## config.mk

```make
export PLATFORM = sky130hd
export DESIGN_NAME = ring_neighbour_exclusion_arbiter
export DESIGN_NICKNAME = d
export VERILOG_FILES = /design/src/rtl/rnea_pkg.sv /design/src/rtl/rnea_status_ram.sv /design/src/rtl/rnea_out_buf.sv /design/src/rtl/rnea_seq.sv /design/src/rtl/ring_neighbour_exclusion_arbiter.sv
export SDC_FILE = /design/constraint.sdc
export NUM_CORES = 1
export LEC_CHECK = 0
export BUFFER_PORTS_ARGS = -buffer_cell sky130_fd_sc_hd__buf_2
export CAP_MARGIN = 20
export CELL_PAD_IN_SITES_DETAIL_PLACEMENT = 0
export CELL_PAD_IN_SITES_GLOBAL_PLACEMENT = 2
export CORE_MARGIN = 1
export CORE_UTILIZATION = 44
export DETAILED_ROUTE_END_ITERATION = 16
export PLACE_DENSITY_LB_ADDON = 0.1
export SYNTH_ARGS = -nofsm -noshare
export SYNTH_HDL_FRONTEND = slang
export SYNTH_SLANG_ARGS = --single-unit
```

## constraint.sdc

```tcl
create_clock -name aclk -period 4.1 [get_ports aclk]
set_input_delay 0.82 -clock aclk [delete_from_list [all_inputs] [get_ports aclk]]
set_output_delay 0.82 -clock aclk [all_outputs]
set_load 0.05 [all_outputs]
```

## src/rtl/rnea_pkg.sv

```systemverilog
package rnea_pkg;

    localparam int MAX_AGENTS_DEF = 64;

    localparam int COUNT_W = 7;
    localparam int AGENT_W = 6;

    localparam logic [COUNT_W-1:0] COUNT_RESET = 7'd5;
    localparam logic [COUNT_W-1:0] COUNT_MIN   = 7'd2;

    // agent status codes held in the status store
    localparam logic [1:0] ST_IDLE  = 2'd0;
    localparam logic [1:0] ST_WAIT  = 2'd1;
    localparam logic [1:0] ST_GRANT = 2'd2;

    localparam logic OP_REQUEST = 1'b0;
    localparam logic OP_RELEASE = 1'b1;

    // one or two grants handed from the sequencer to the result buffer
    typedef struct packed {
        logic               push;
        logic               two;
        logic [AGENT_W-1:0] first;
        logic [AGENT_W-1:0] second;
    } grant_pair_t;

    function automatic logic [COUNT_W-1:0] ring_left(input logic [COUNT_W-1:0] x,
                                                     input logic [COUNT_W-1:0] n);
        return (x == '0) ? n - 7'd1 : x - 7'd1;
    endfunction

    function automatic logic [COUNT_W-1:0] ring_right(input logic [COUNT_W-1:0] x,
                                                      input logic [COUNT_W-1:0] n);
        return (x == n - 7'd1) ? '0 : x + 7'd1;
    endfunction

endpackage

```

## src/rtl/rnea_status_ram.sv

```systemverilog
module rnea_status_ram #(
    parameter int DEPTH = rnea_pkg::MAX_AGENTS_DEF,
    parameter int AW    = $clog2(rnea_pkg::MAX_AGENTS_DEF)
) (
    input  logic          aclk,
    input  logic          we,
    input  logic [AW-1:0] waddr,
    input  logic [1:0]    wdata,
    input  logic [AW-1:0] raddr,
    output logic [1:0]    rdata
);

    logic [1:0] mem [DEPTH];
    logic [1:0] rd_data_reg;

    always_ff @(posedge aclk) begin
        if (we) begin
            mem[waddr] <= wdata;
        end
    end

    always_ff @(posedge aclk) begin
        rd_data_reg <= mem[raddr];
    end

    assign rdata = rd_data_reg;

endmodule

```

## src/rtl/rnea_out_buf.sv

```systemverilog
module rnea_out_buf (
    input  logic                          aclk,
    input  logic                          aresetn,
    input  rnea_pkg::grant_pair_t         pair,
    output logic                          empty,
    output logic                          m_valid,
    input  logic                          m_ready,
    output logic [rnea_pkg::AGENT_W-1:0]  m_granted_agent,
    output logic                          m_last
);

    logic                         v0_reg, v0_next;
    logic                         v1_reg, v1_next;
    logic [rnea_pkg::AGENT_W-1:0] e0_reg, e0_next;
    logic [rnea_pkg::AGENT_W-1:0] e1_reg, e1_next;
    logic                         l0_reg, l0_next;

    // pushes only arrive when both entries are free; second entry is always last
    always_comb begin
        v0_next = v0_reg;
        v1_next = v1_reg;
        e0_next = e0_reg;
        e1_next = e1_reg;
        l0_next = l0_reg;
        if (pair.push) begin
            v0_next = 1'b1;
            e0_next = pair.first;
            l0_next = !pair.two;
            v1_next = pair.two;
            e1_next = pair.second;
        end else if (v0_reg && m_ready) begin
            v0_next = v1_reg;
            e0_next = e1_reg;
            l0_next = 1'b1;
            v1_next = 1'b0;
        end
    end

    always_ff @(posedge aclk) begin
        if (!aresetn) begin
            v0_reg <= 1'b0;
            v1_reg <= 1'b0;
        end else begin
            v0_reg <= v0_next;
            v1_reg <= v1_next;
        end
        e0_reg <= e0_next;
        e1_reg <= e1_next;
        l0_reg <= l0_next;
    end

    assign empty           = !v0_reg && !v1_reg;
    assign m_valid         = v0_reg;
    assign m_granted_agent = e0_reg;
    assign m_last          = l0_reg;

endmodule

```

## src/rtl/rnea_seq.sv

```systemverilog
module rnea_seq #(
    parameter int MAX_AGENTS = rnea_pkg::MAX_AGENTS_DEF,
    parameter int AW         = $clog2(rnea_pkg::MAX_AGENTS_DEF)
) (
    input  logic                          aclk,
    input  logic                          aresetn,
    input  logic [rnea_pkg::COUNT_W-1:0]  agent_count,
    input  logic                          s_valid,
    output logic                          s_ready,
    input  logic                          s_op,
    input  logic [rnea_pkg::AGENT_W-1:0]  s_agent,
    output logic                          ram_we,
    output logic [AW-1:0]                 ram_waddr,
    output logic [1:0]                    ram_wdata,
    output logic [AW-1:0]                 ram_raddr,
    input  logic [1:0]                    ram_rdata,
    input  logic                          out_empty,
    output rnea_pkg::grant_pair_t         pair
);

    typedef enum logic [5:0] {
        S_CLR  = 6'b000001,
        S_IDLE = 6'b000010,
        S_RD   = 6'b000100,
        S_CAP  = 6'b001000,
        S_EVAL = 6'b010000,
        S_WR   = 6'b100000
    } seq_state_t;

    localparam int CW = rnea_pkg::COUNT_W;

    seq_state_t       state_reg, state_next;
    logic [1:0]       cnt_reg, cnt_next;
    logic [AW-1:0]    clr_reg, clr_next;
    logic             op_reg, op_next;
    logic [CW-1:0]    a_reg, a_next;
    logic [CW-1:0]    slot_reg [4];
    logic [CW-1:0]    slot_next [4];
    logic [1:0]       st_reg [4];
    logic [1:0]       st_next [4];
    logic [CW-1:0]    wa_reg [3];
    logic [CW-1:0]    wa_next [3];
    logic [2:0]       wen_reg, wen_next;
    logic [1:0]       wval_reg, wval_next;

    logic [CW-1:0]    a_in, nl, nr;
    logic [1:0]       s_l, s_ll, s_r0, s_r, s_rr0, s_rr;
    logic             g_l, g_r, g_req, any_grant;

    assign a_in = {1'b0, s_agent};
    assign nl   = rnea_pkg::ring_left(a_in, agent_count);
    assign nr   = rnea_pkg::ring_right(a_in, agent_count);

    // slots: request -> L, R, L, R ; release -> l, left(l), r, right(r)
    // the releasing agent reads as idle; l's grant is seen when testing r
    always_comb begin
        s_l   = (slot_reg[0] == a_reg) ? rnea_pkg::ST_IDLE : st_reg[0];
        s_ll  = (slot_reg[1] == a_reg) ? rnea_pkg::ST_IDLE : st_reg[1];
        g_l   = (s_l == rnea_pkg::ST_WAIT) && (s_ll != rnea_pkg::ST_GRANT);
        s_r0  = (slot_reg[2] == a_reg) ? rnea_pkg::ST_IDLE : st_reg[2];
        s_r   = (slot_reg[2] == slot_reg[0] && g_l) ? rnea_pkg::ST_GRANT : s_r0;
        s_rr0 = (slot_reg[3] == a_reg) ? rnea_pkg::ST_IDLE : st_reg[3];
        s_rr  = (slot_reg[3] == slot_reg[0] && g_l) ? rnea_pkg::ST_GRANT : s_rr0;
        g_r   = (s_r == rnea_pkg::ST_WAIT) && (s_rr != rnea_pkg::ST_GRANT);
        g_req = (st_reg[0] != rnea_pkg::ST_GRANT) && (st_reg[1] != rnea_pkg::ST_GRANT);
        any_grant = (op_reg == rnea_pkg::OP_REQUEST) ? g_req : (g_l || g_r);
    end

    always_comb begin
        state_next = state_reg;
        cnt_next   = cnt_reg;
        clr_next   = clr_reg;
        op_next    = op_reg;
        a_next     = a_reg;
        wen_next   = wen_reg;
        wval_next  = wval_reg;
        for (int i = 0; i < 4; i++) begin
            slot_next[i] = slot_reg[i];
            st_next[i]   = st_reg[i];
        end
        for (int i = 0; i < 3; i++) begin
            wa_next[i] = wa_reg[i];
        end

        s_ready   = 1'b0;
        ram_we    = 1'b0;
        ram_waddr = AW'(wa_reg[cnt_reg]);
        ram_wdata = rnea_pkg::ST_GRANT;
        ram_raddr = AW'(slot_reg[cnt_reg]);
        pair      = '0;

        case (state_reg)
            S_CLR: begin
                ram_we    = 1'b1;
                ram_waddr = clr_reg;
                ram_wdata = rnea_pkg::ST_IDLE;
                clr_next  = clr_reg + 1'b1;
                if (clr_reg == AW'(MAX_AGENTS - 1)) begin
                    state_next = S_IDLE;
                end
            end
            S_IDLE: begin
                s_ready = 1'b1;
                if (s_valid && (a_in < agent_count)) begin
                    op_next = s_op;
                    a_next  = a_in;
                    cnt_next = '0;
                    if (s_op == rnea_pkg::OP_REQUEST) begin
                        slot_next[0] = nl;
                        slot_next[1] = nr;
                        slot_next[2] = nl;
                        slot_next[3] = nr;
                    end else begin
                        slot_next[0] = nl;
                        slot_next[1] = rnea_pkg::ring_left(nl, agent_count);
                        slot_next[2] = nr;
                        slot_next[3] = rnea_pkg::ring_right(nr, agent_count);
                    end
                    state_next = S_RD;
                end
            end
            S_RD: begin
                if (cnt_reg != 2'd0) begin
                    st_next[cnt_reg - 2'd1] = ram_rdata;
                end
                cnt_next = cnt_reg + 2'd1;
                if (cnt_reg == 2'd3) begin
                    state_next = S_CAP;
                end
            end
            S_CAP: begin
                st_next[3] = ram_rdata;
                state_next = S_EVAL;
            end
            S_EVAL: begin
                if (out_empty || !any_grant) begin
                    wa_next[0] = a_reg;
                    wa_next[1] = slot_reg[0];
                    wa_next[2] = slot_reg[2];
                    cnt_next   = '0;
                    state_next = S_WR;
                    pair.push  = any_grant;
                    if (op_reg == rnea_pkg::OP_REQUEST) begin
                        wen_next  = 3'b001;
                        wval_next = g_req ? rnea_pkg::ST_GRANT : rnea_pkg::ST_WAIT;
                        pair.first = a_reg[rnea_pkg::AGENT_W-1:0];
                    end else begin
                        wen_next  = {g_r, g_l, 1'b1};
                        wval_next = rnea_pkg::ST_IDLE;
                        pair.two  = g_l && g_r;
                        pair.first  = g_l ? slot_reg[0][rnea_pkg::AGENT_W-1:0]
                                          : slot_reg[2][rnea_pkg::AGENT_W-1:0];
                        pair.second = slot_reg[2][rnea_pkg::AGENT_W-1:0];
                    end
                end
            end
            S_WR: begin
                ram_we    = wen_reg[cnt_reg];
                ram_wdata = (cnt_reg == 2'd0) ? wval_reg : rnea_pkg::ST_GRANT;
                cnt_next  = cnt_reg + 2'd1;
                if (cnt_reg == 2'd2) begin
                    state_next = S_IDLE;
                end
            end
            default: begin
                state_next = S_IDLE;
            end
        endcase
    end

    always_ff @(posedge aclk) begin
        if (!aresetn) begin
            state_reg <= S_CLR;
            cnt_reg   <= '0;
            clr_reg   <= '0;
        end else begin
            state_reg <= state_next;
            cnt_reg   <= cnt_next;
            clr_reg   <= clr_next;
        end
        op_reg   <= op_next;
        a_reg    <= a_next;
        wen_reg  <= wen_next;
        wval_reg <= wval_next;
        for (int i = 0; i < 4; i++) begin
            slot_reg[i] <= slot_next[i];
            st_reg[i]   <= st_next[i];
        end
        for (int i = 0; i < 3; i++) begin
            wa_reg[i] <= wa_next[i];
        end
    end

endmodule

```

## src/rtl/ring_neighbour_exclusion_arbiter.sv

```systemverilog
// Channel   | Handshake          | Payload
// ----------+--------------------+-----------------------------------
// input     | s_valid / s_ready  | s_op, s_agent
// result    | m_valid / m_ready  | m_granted_agent, m_last
// config    | cfg_we (no wait)   | cfg_wdata (agent count)
//
// A word for an agent on the ring passes, between acceptance and the next
// acceptance, through four status reads on the single read port, a capture,
// an evaluate step and three write-back slots on the single write port.
// Evaluate waits only while the two-entry result buffer still holds grants.
// A word for an agent outside the ring is consumed while the sequencer stays idle.
// After reset the status store is swept to idle, all MAX_AGENTS entries, with
// s_ready low.
module ring_neighbour_exclusion_arbiter #(
    parameter int MAX_AGENTS = rnea_pkg::MAX_AGENTS_DEF
) (
    input  logic                          aclk,
    input  logic                          aresetn,
    input  logic                          cfg_we,
    input  logic [rnea_pkg::COUNT_W-1:0]  cfg_wdata,
    input  logic                          s_valid,
    output logic                          s_ready,
    input  logic                          s_op,
    input  logic [rnea_pkg::AGENT_W-1:0]  s_agent,
    output logic                          m_valid,
    input  logic                          m_ready,
    output logic [rnea_pkg::AGENT_W-1:0]  m_granted_agent,
    output logic                          m_last
);

    localparam int AW = $clog2(MAX_AGENTS);

    logic [rnea_pkg::COUNT_W-1:0] count_reg, count_next;

    logic                  ram_we;
    logic [AW-1:0]         ram_waddr;
    logic [1:0]            ram_wdata;
    logic [AW-1:0]         ram_raddr;
    logic [1:0]            ram_rdata;
    logic                  out_empty;
    rnea_pkg::grant_pair_t pair;

    // agent count is clamped to the ring limits on write
    always_comb begin
        count_next = count_reg;
        if (cfg_we) begin
            if (cfg_wdata < rnea_pkg::COUNT_MIN) begin
                count_next = rnea_pkg::COUNT_MIN;
            end else if (32'(cfg_wdata) > MAX_AGENTS) begin
                count_next = rnea_pkg::COUNT_W'(MAX_AGENTS);
            end else begin
                count_next = cfg_wdata;
            end
        end
    end

    always_ff @(posedge aclk) begin
        if (!aresetn) begin
            count_reg <= rnea_pkg::COUNT_RESET;
        end else begin
            count_reg <= count_next;
        end
    end

    // status store: one entry per agent, read/modify/write via the sequencer
    rnea_status_ram #(
        .DEPTH (MAX_AGENTS),
        .AW    (AW)
    ) u_ram (
        .aclk  (aclk),
        .we    (ram_we),
        .waddr (ram_waddr),
        .wdata (ram_wdata),
        .raddr (ram_raddr),
        .rdata (ram_rdata)
    );

    rnea_seq #(
        .MAX_AGENTS (MAX_AGENTS),
        .AW         (AW)
    ) u_seq (
        .aclk        (aclk),
        .aresetn     (aresetn),
        .agent_count (count_reg),
        .s_valid     (s_valid),
        .s_ready     (s_ready),
        .s_op        (s_op),
        .s_agent     (s_agent),
        .ram_we      (ram_we),
        .ram_waddr   (ram_waddr),
        .ram_wdata   (ram_wdata),
        .ram_raddr   (ram_raddr),
        .ram_rdata   (ram_rdata),
        .out_empty   (out_empty),
        .pair        (pair)
    );

    // result words queue here so the sequencer can move on to the next word
    rnea_out_buf u_out (
        .aclk            (aclk),
        .aresetn         (aresetn),
        .pair            (pair),
        .empty           (out_empty),
        .m_valid         (m_valid),
        .m_ready         (m_ready),
        .m_granted_agent (m_granted_agent),
        .m_last          (m_last)
    );

endmodule
```

==> results of run 1 <==
## how the worst min path moves through the flow
stage | from | to | slack [ps] | cells past startpoint
floorplan | u_seq.a_reg[1] | u_seq.wa_reg[0][1] | 420 | 0
global placement | u_out.v1_reg | u_out.v1_reg | 480 | 2
detailed placement | u_out.v1_reg | u_out.v1_reg | 480 | 2
CTS | u_out.v1_reg | u_out.v1_reg | 490 | 2
global route | u_out.v1_reg | u_out.v1_reg | 530 | 2
finish | u_out.v1_reg | u_out.v1_reg | 490 | 2
## cell families after synthesis
family                   Yosys count
AND/OR/NAND/NOR                  309
flip-flops                       233
AO/OA/AOI/OAI                    139
multiplexers                     125
buffers and inverters             75
XOR/XNOR                          68
adder cells (fa/ha/maj)           19
## cells in the final DEF (no fill, tap or decap), types with 6 or more instances in the layout
| master | n |
|---|---|
| and2_1 | 10 |
| mux2_2 | 27 |
| a31oi_1 | 9 |
| nand4_1 | 10 |
| ha_1 | 19 |
| dfxtp_1 | 27 |
| a21oi_1 | 36 |
| buf_2 | 27 |
| o211ai_1 | 12 |
| mux2i_1 | 87 |
| and3_1 | 8 |
| a21o_1 | 8 |
| nor3_1 | 14 |
| xor2_1 | 31 |
| a22oi_1 | 7 |
| nor2_1 | 132 |
| nor4_1 | 6 |
| nand3_1 | 13 |
| edfxtp_1 | 206 |
| nand2_1 | 71 |
| nor2b_1 | 7 |
| buf_4 | 13 |
| xnor2_1 | 35 |
| o21ai_0 | 24 |
| clkbuf_1 | 7 |
| o21a_1 | 7 |
| inv_1 | 31 |
| clkbuf_16 | 26 |
| mux4_2 | 8 |
## cell type report
type / instances / area, µm²
fillers: 2378 / 13000
repair buffers: 41 / 253
inverters: 33 / 124
clock inverters: 14 / 188
well taps: 335 / 419
flip-flops and latches: 233 / 6730
multi-input cells: 660 / 4720
clock buffers: 33 / 677
## per-layer routing
layer / share of wire, % / vias to the layer above / GRT usage, %
met4: 1.8 / 0 / 4.88
li1: - / 3630 / -
met3: 3.4 / 38 / 2.55
met5: 0 / - / 0
met1: 49 / 3675 / 29.9
met2: 46 / 113 / 33.4
## critical path, cell delays in order, from the launching register on
cell      delay, ps
dfxtp_1         410
inv_1           160
ha_1            300
or3b_1          410
or4_4           470
nand3_2         120
nor3_1           60
nor2_1          280
ha_1            210
nand2_1          90
nor2_1          120
nand3_1         120
or3b_1          420
a211oi_2        210
## metrics by stage
| stage | utilization, % | instances |
|---|---|---|
| after floorplan | - | 968 |
| after global placement | 46.8 | 1301 |
| after global routing | 50.1 | 1349 |
| after detailed placement | 46.8 | 1301 |
| after CTS | 50.1 | 1348 |
| final | 50.1 | 1349 |
## power groups by stage
stage	logic, µW	registers (µW)	clock network, µW
after CTS	630	2740	2420
after global placement	625	2780	0
final	621	2740	2370
after global routing	693	2740	2500
after floorplan	412	2770	0
after detailed placement	627	2790	0
==> run metrics, run 1 <==
status completed; clock share of power 41.4%; slew margin rel. 31.6%; register bit total from synthesis 233; clock sinks 233; RR Startpoint count_reg[0]; critical path startpoint count_reg[0]; worst-case clock buffer depth 3; most common cell in the synthesized netlist edfxtp_1; Logic pwr share 10.9%; total power 5730 µW; Avg Vias per Cell 5.53; number of flops mapped to enable cells by yosys 206; setup ws final 571 ps; Slew Viols, Final 0; layout cells sized above 1 13.6%; # IOs 28; cts bufs inserted 26; total core area 26,100 µm²; fin area 13,100 µm²; Pwr Density 437 nW/µm²; crit path time final 3530 ps; Die Wd 165 µm; # setup viols final 0; post-synthesis simple-gate area fraction 12.9%; Synth Area per Inst 12.1 µm²; worst hold margin 486 ps; DIE AREA 27,300 µm²; Post-DP Area 12,200 µm²; drt pass-1 iters 6; ANT cells 0; Worst Path Max Fanout 8; Netlist cell types 77; CTS clk-pin slew, worst paths 60 ps; initial DRC count 456; DRC violations left 0; synth cell count leaders edfxtp_1, nor2_1, mux2i_1; Synth Area in Adders 2.03%; CP Launch Type flip-flop; Post-Synth XOR/XNOR Area 5.31%; CTS tree yes; largest family of logic cells by synthesized area simple AND/OR/NAND/NOR gates; RSZ-0062 raised after global routing false; ys async rst share 0%; Post-CTS Setup Bufs 0; # resized after CTS 0; post-synthesis compound-gate area fraction 7.80%; Clk Latency, worst-skew pair 550 ps; nets 1,033; Net Switching 1430 µW; WL/cell 20.6 µm; Seq/Total Area, Yosys 57.3%; endpoints failing hold 0; multiplexer share of the synthesized area 11.9%; final period utilization 86.1%; Mapped Cells 968; Total Routed Length 27,800 µm; HP Class reg2reg; Synth Flop Type edfxtp_1; Worst Path Required 4490 ps; Layout Skew 20.2 ps; arrival time worst endpoint 3920 ps; Synth Warn # 0; Max-Cap Viols 0; Pleak 0.00470 µW; Final HPWL DP 19,200 µm; routed via count 7,456; first-pass GRT wire length 42,400 µm; syn nets 1,006; Flop pwr share 47.8%; CTS H-Tree Depth 1; largest cells by area after synthesis edfxtp_1, mux2i_1, dfxtp_1; leading area contributor after synthesis edfxtp_1; vias in the first global route 7,218; cts hold-fix bufs 0; reg2reg path depth 13; CTS Root Buffer Type clkbuf_16; FP Rows 59; number of port buffers 27; Int Pwr 4290 µW; Setup WS pre-CTS 598 ps; Largest register FFs 128; f_max 0.283 GHz; synth-to-layout area growth 11.7%; critical setup path kind reg2reg; Worst Setup EP u_seq.slot_reg[3][6]; R2R Setup Slk 570 ps; Post-Route Setup TNS 0 ps; Die H 165 µm; Worst Tran Pin Value 1030 ps; endpoint type of the worst setup path flip-flop; Mapped Area 11,700 µm²; Switching Share 25.0%; antenna violations before repair 0; RR Endpoint u_seq.slot_reg[3][6]; RD Place Congestion 0.802; Peak VDD IR 0.238 mV; All-Layer GR Usage 20.8%; area share of the largest cell type after synthesis 52.7%; starting density of the core 44.9%; largest net degree at the start of global routing 65; ANT nets after route 0; grt total ovfl 0
No activity file was read; power rests on OpenSTA's default activity.
==> run 2: changes to the inputs <==
- ABC_AREA: unset -> 1
- CORE_UTILIZATION: 44 -> 41
==> run metrics, run 2 <==
Pwr Density 439 nW/µm² (+0.43%); CTS Root Buffer Type clkbuf_16; cell mode on critical path nor2_1; routed via count 8,740 (+17%); Clk Latency, worst-skew pair 550 ps (about the same); final period utilization 72.0% (-14 points); delay of the slowest critical-path stage 560 ps (+90 ps); fin area 13,300 µm² (+1.2%); worst-case clock buffer depth 3 (unchanged); # IOs 28 (unchanged); Post-DP Area 12,400 µm² (+1.3%); critical path cell sequence inv_1, nand2_2, nor4_4, inv_2, o311ai_0, o21ai_2, nor2_1, nand2_1, nor2_1; clock sinks 233 (unchanged); Worst Path Required 4340 ps (-150 ps); Flop pwr share 46.8% (-1.0 points); Int Pwr 4250 µW (-0.91%); cts hold-fix bufs 0 (unchanged); Worst Path Max Fanout 14 (+6); Die Wd 172 µm (+4.2%); FP Rows 61 (+3.4%); ANT cells 0 (unchanged); cts bufs inserted 27 (+3.8%); RR Startpoint u_seq.state_reg[3]; antenna violations before repair 0 (unchanged); status completed; Total Routed Length 31,600 µm (+14%); Mapped Area 11,900 µm² (+1.3%); Synth Warn # 0 (unchanged); met2 WL 13,800 µm (+7.9%); Buf/Inv on CP 2 (+1); RR Endpoint u_ram.mem[28][1]; number of flops mapped to enable cells by yosys 206 (unchanged); Pleak 0.00516 µW (+9.9%); reg2reg path depth 9 (-4); CTS tree yes; M1 wire length 15,600 µm (+15%); Crit-path slowest cell nor4_4; WL/cell 18.8 µm (-8.9%); Fill cells 2,706 (+14%); Largest register FFs 128 (unchanged); drt pass-1 iters 5 (-1); Avg Vias per Cell 5.19 (-6.1%); R2R Setup Slk 1150 ps (+580 ps); synth cell count leaders nand2_1, edfxtp_1, nor2_1; most frequent cells in the layout nand2_1, edfxtp_1, nor2_1, inv_1, o21ai_0; grt total ovfl 0 (unchanged); # setup viols final 0 (unchanged); Slew Viols, Final 0 (unchanged); initial DRC count 635 (+39%); RD Place Congestion 0.834 (+4.0%); critical setup path kind reg2reg; largest cells by area after synthesis edfxtp_1, nand2_1, nor2_1; vias in the first global route 8,418 (+17%); Synth Flop Type edfxtp_1; RSZ-0062 raised after global routing false; Final HPWL DP 22,100 µm (+15%); starting density of the core 42.2% (-2.7 points); CP Launch Type flip-flop; DIE AREA 29,700 µm² (+8.6%); Post-Route Setup TNS 0 ps (unchanged); layout cells sized above 1 12.9% (-0.75 points); Switching Share 26.9% (+1.8 points); beginning of the worst hold path u_out.v1_reg; number of port buffers 27 (unchanged); synth-to-layout area growth 11.6%; # resized after CTS 0 (unchanged); ys async rst share 0% (unchanged); CTS clk-pin slew, worst paths 60 ps (about the same); Setup WS pre-CTS 978 ps (+380 ps); total power 5820 µW (+1.6%); DR top layer met4; All-Layer GR Usage 22.0% (+1.2 points); endpoint type of the worst setup path flip-flop; Post-CTS Setup Bufs 0 (unchanged); Worst Tran Pin Value 1040 ps (+11.4 ps); setup ws final 1150 ps (+576 ps); Logic pwr share 12.4% (+1.5 points); DRC violations left 0 (unchanged); Net Switching 1560 µW (+9.1%); f_max 0.339 GHz (+20%); ANT nets after route 0 (unchanged); slew margin rel. 30.2% (-1.4 points); Die H 172 µm (+4.2%); Seq/Total Area, Yosys 56.6% (-0.72 points); Finished Layout Cells 1,684 (+25%); register bit total from synthesis 233 (unchanged); Max-Cap Viols 0 (unchanged); Peak VDD IR 0.262 mV (+10%); commonest non-fill, non-tap cell in the layout nand2_1; metal3 WL 1620 µm (+71%); nets 1,323 (+28%); Netlist cell types 48 (-38%); Mapped Cells 1,258 (+30%); Placed Instances 1,634 (+26%); endpoints failing hold 0 (unchanged); largest net degree at the start of global routing 77 (+18%); CP delay by family, top simple AND/OR/NAND/NOR gates; Layout Skew 15.9 ps (-4.37 ps); crit path time final 2950 ps (-576 ps); most common cell in the synthesized netlist nand2_1; clock share of power 40.7% (-0.7 points); Synth Area per Inst 9.45 µm² (-22%); total core area 28,200 µm² (+7.8%); CTS H-Tree Depth 1 (unchanged); first-pass GRT wire length 48,600 µm (+15%); syn nets 1,296 (+29%); Worst Hold Depth 2 (unchanged); leading area contributor after synthesis edfxtp_1; HP Class reg2reg; Hold Path End u_out.v1_reg; area share of the largest cell type after synthesis 52.1% (-0.66 points); arrival time worst endpoint 3190 ps (-730 ps)
-- run 2: final cells by class --
class	instances	area, µm²	area share (%)
multi-input combinational	845	4450	33.5
tap	378	473	3.57
clock inverter	19	183	1.38
inverter	141	529	3.99
clock buffer	31	691	5.21
sequential	233	6730	50.7
timing repair buffer	37	210	1.59
-- run 2: power groups by stage --
stage | combinational (µW) | sequential [µW] | clock [µW]
global placement | 723 | 2770 | 0
global route | 802 | 2730 | 2500
floorplan | 450 | 2770 | 0
detailed placement | 720 | 2780 | 0
finish | 724 | 2730 | 2370
CTS | 723 | 2730 | 2410
-- run 2: logic make-up after synthesis --
group | after synthesis | synth area share [%]
compound gates | 219 | 11.6
buf+inv | 180 | 6.15
fa+ha+maj | 19 | 2.00
xor+xnor | 27 | 1.99
simple gates | 580 | 21.7
flops | 233 | 56.6
-- run 2: worst max path at each step --
stage / startpoint / end / slack (ps) / cells after the start
2_1_floorplan: u_seq.state_reg[1] / u_seq.a_reg[0] / 360 / 4
3_3_place_gp: s_agent[0] / u_seq.slot_reg[3][6] / 1060 / 16
3_5_place_dp: s_agent[0] / u_seq.slot_reg[1][3] / 980 / 9
4_1_cts: u_seq.state_reg[2] / u_ram.mem[29][1] / 1190 / 9
5_1_grt: u_seq.state_reg[2] / u_ram.mem[36][1] / 910 / 9
6_report: u_seq.state_reg[3] / u_ram.mem[28][1] / 1150 / 9
-- run 2: per-stage QoR --
stage	hold WS (ps)	utilization [%]
2_1_floorplan	421	-
5_1_grt	512	47.1
3_3_place_gp	457	44.0
4_1_cts	467	47.1
3_5_place_dp	457	44.0
6_report	467	47.1
-- run 2: worst reg2reg max path: stages, from the launching register on --
cell	delay, ps
dfxtp_1	310
inv_1	80
nand2_2	90
nor4_4	560
inv_2	280
o311ai_0	260
o21ai_2	160
nor2_1	170
nand2_1	410
nor2_1	330
-- run 2: layer usage --
| layer | up-vias | GRT usage (%) |
|---|---|---|
| met5 | - | 0 |
| met4 | 0 | 5.46 |
| met3 | 38 | 3.27 |
| met2 | 190 | 34.1 |
| met1 | 4153 | 32.2 |
| li1 | 4359 | - |
==> run 3: changes to the inputs <==
- clock period: 4.1 -> 2.9 ns (I/O delays scaled with it)
==> run metrics, run 3 (same netlist as run 2, synthesis figures left out) <==
WL/cell 18.2 µm (-3.2%); Peak VDD IR 0.394 mV (+50%); Worst Path Required 3180 ps (-1160 ps); ANT nets after route 0 (unchanged); critical setup path kind reg2reg; Die Wd 172 µm (unchanged); All-Layer GR Usage 21.6% (-0.43 points); commonest non-fill, non-tap cell in the layout nand2_1; CTS tree yes; RD Place Congestion 0.825 (-1.0%); Avg Vias per Cell 5.16 (-0.63%); final period utilization 90.3% (+18 points); number of port buffers 27 (unchanged); endpoints failing hold 0 (unchanged); Fill cells 2,699 (-0.26%); Die H 172 µm (unchanged); antenna violations before repair 0 (unchanged); initial DRC count 599 (-5.7%); synth-to-layout area growth 13.5%; cts bufs inserted 26 (-3.7%); endpoint type of the worst setup path flip-flop; final core utilization 47.9% (+0.83 points); Largest register FFs 128 (unchanged); CTS H-Tree Depth 1 (unchanged); Pwr Density 600 nW/µm² (+37%); starting density of the core 42.2% (unchanged); Max-Cap Viols 0 (unchanged); Layout Skew 25.3 ps (+9.42 ps); Final HPWL DP 22,600 µm (+2.2%); grt total ovfl 0 (unchanged); drt pass-1 iters 5 (unchanged); CTS Root Buffer Type clkbuf_16; DIE AREA 29,700 µm² (unchanged); status completed; slew margin rel. 45.3% (+15 points); first-pass GRT wire length 48,200 µm (-0.89%); crit path time final 2620 ps (-335 ps); CTS clk-pin slew, worst paths 70 ps (about the same); # setup viols final 0 (unchanged); most frequent cells in the layout nand2_1, edfxtp_1, nor2_1, inv_1, o21ai_0; Clk Latency, worst-skew pair 550 ps (about the same); arrival time worst endpoint 2900 ps (-290 ps); Worst Path Max Fanout 14 (unchanged); Total Routed Length 31,100 µm (-1.7%); total core area 28,200 µm² (unchanged); routed via count 8,819 (+0.90%); Slew Viols, Final 0 (unchanged); Post-Route Setup TNS 0 ps (unchanged); layout cells sized above 1 14.5% (+1.6 points); nets 1,352 (+2.2%); largest net degree at the start of global routing 65 (-16%); Reg area 6730 µm² (unchanged); Multi-input gate area 4450 µm² (+0.20%); f_max 0.382 GHz (+13%); CP Launch Type flip-flop; FP Rows 61 (unchanged); RSZ-0062 raised after global routing false; clock sinks 233 (unchanged); # IOs 28 (unchanged); worst-case clock buffer depth 3 (unchanged); DRC violations left 0 (unchanged); cts hold-fix bufs 0 (unchanged); ANT cells 0 (unchanged); vias in the first global route 8,525 (+1.3%); Pleak 0.00527 µW (+2.2%); Worst Tran Pin Value 813 ps (-225 ps); HP Class in2reg
==> run 3: worst max-delay path, cell delays in order, from the launching register on <==
cell	delay (ps)
dfxtp_1	370
inv_1	100
ha_2	360
inv_1	110
nand2_1	80
nand2_1	50
nor2_1	80
nand3_1	90
nor2_2	130
nand3_4	90
buf_4	200
nand2_2	110
nand2_1	60
nand2_1	50
nand2_1	50
nor2_1	160
nand2_4	100
nand3_1	80
nand2_1	60
==> run 3: repair_timing <==
item / CTS / global route
buffers inserted: 0 / 0
endpoints found under the setup margin: 0 / 1
resized for setup: 0 / 1
==> run 3: through the flow <==
stage | area [µm²] | setup WS (ps) | cells | hold slack, ps | power (µW)
after floorplan | 11900 | 80.7 | 1258 | 421 | 4550
after global placement | 12700 | 161 | 1664 | 454 | 5030
after detailed placement | 12700 | 59.7 | 1664 | 462 | 5030
after CTS | 13500 | 238 | 1710 | 291 | 8170
after global routing | 13500 | 14.7 | 1710 | 313 | 8410
final | 13500 | 282 | 1710 | 297 | 8100
==> run 3: cell type report <==
type	count	share of cell area, %
Tap cell	378	3.51
Multi-Input combinational cell	845	33.0
Sequential cell	233	49.9
Timing Repair Buffer	67	3.69
Clock inverter	15	1.04
Inverter	141	3.92
Clock buffer	31	4.96
==> run 3: worst paths after layout <==
check	end	start	cells after the start	slack [ps]
hold reg to reg	u_out.v1_reg	u_out.v1_reg	2	470
setup / recovery	u_seq.slot_reg[3][6]	count_reg[1]	18	280
setup reg to reg	u_seq.slot_reg[3][6]	count_reg[1]	18	280
hold / removal	count_reg[5]	cfg_wdata[5]	3	300
==> run 3: layer usage <==
| layer | track usage (%) | share of wire [%] |
|---|---|---|
| met1 | 31.9 | 49 |
| met2 | 33.4 | 44 |
| met3 | 2.98 | 5.1 |
| met5 | 0 | 0 |
| met4 | 4.92 | 1.7 |
==> run 3: where the power goes <==
part / switching (µW) / internal [µW]
Combinational: 799 / 307
Sequential: 39.4 / 3810
Clock: 1320 / 1820
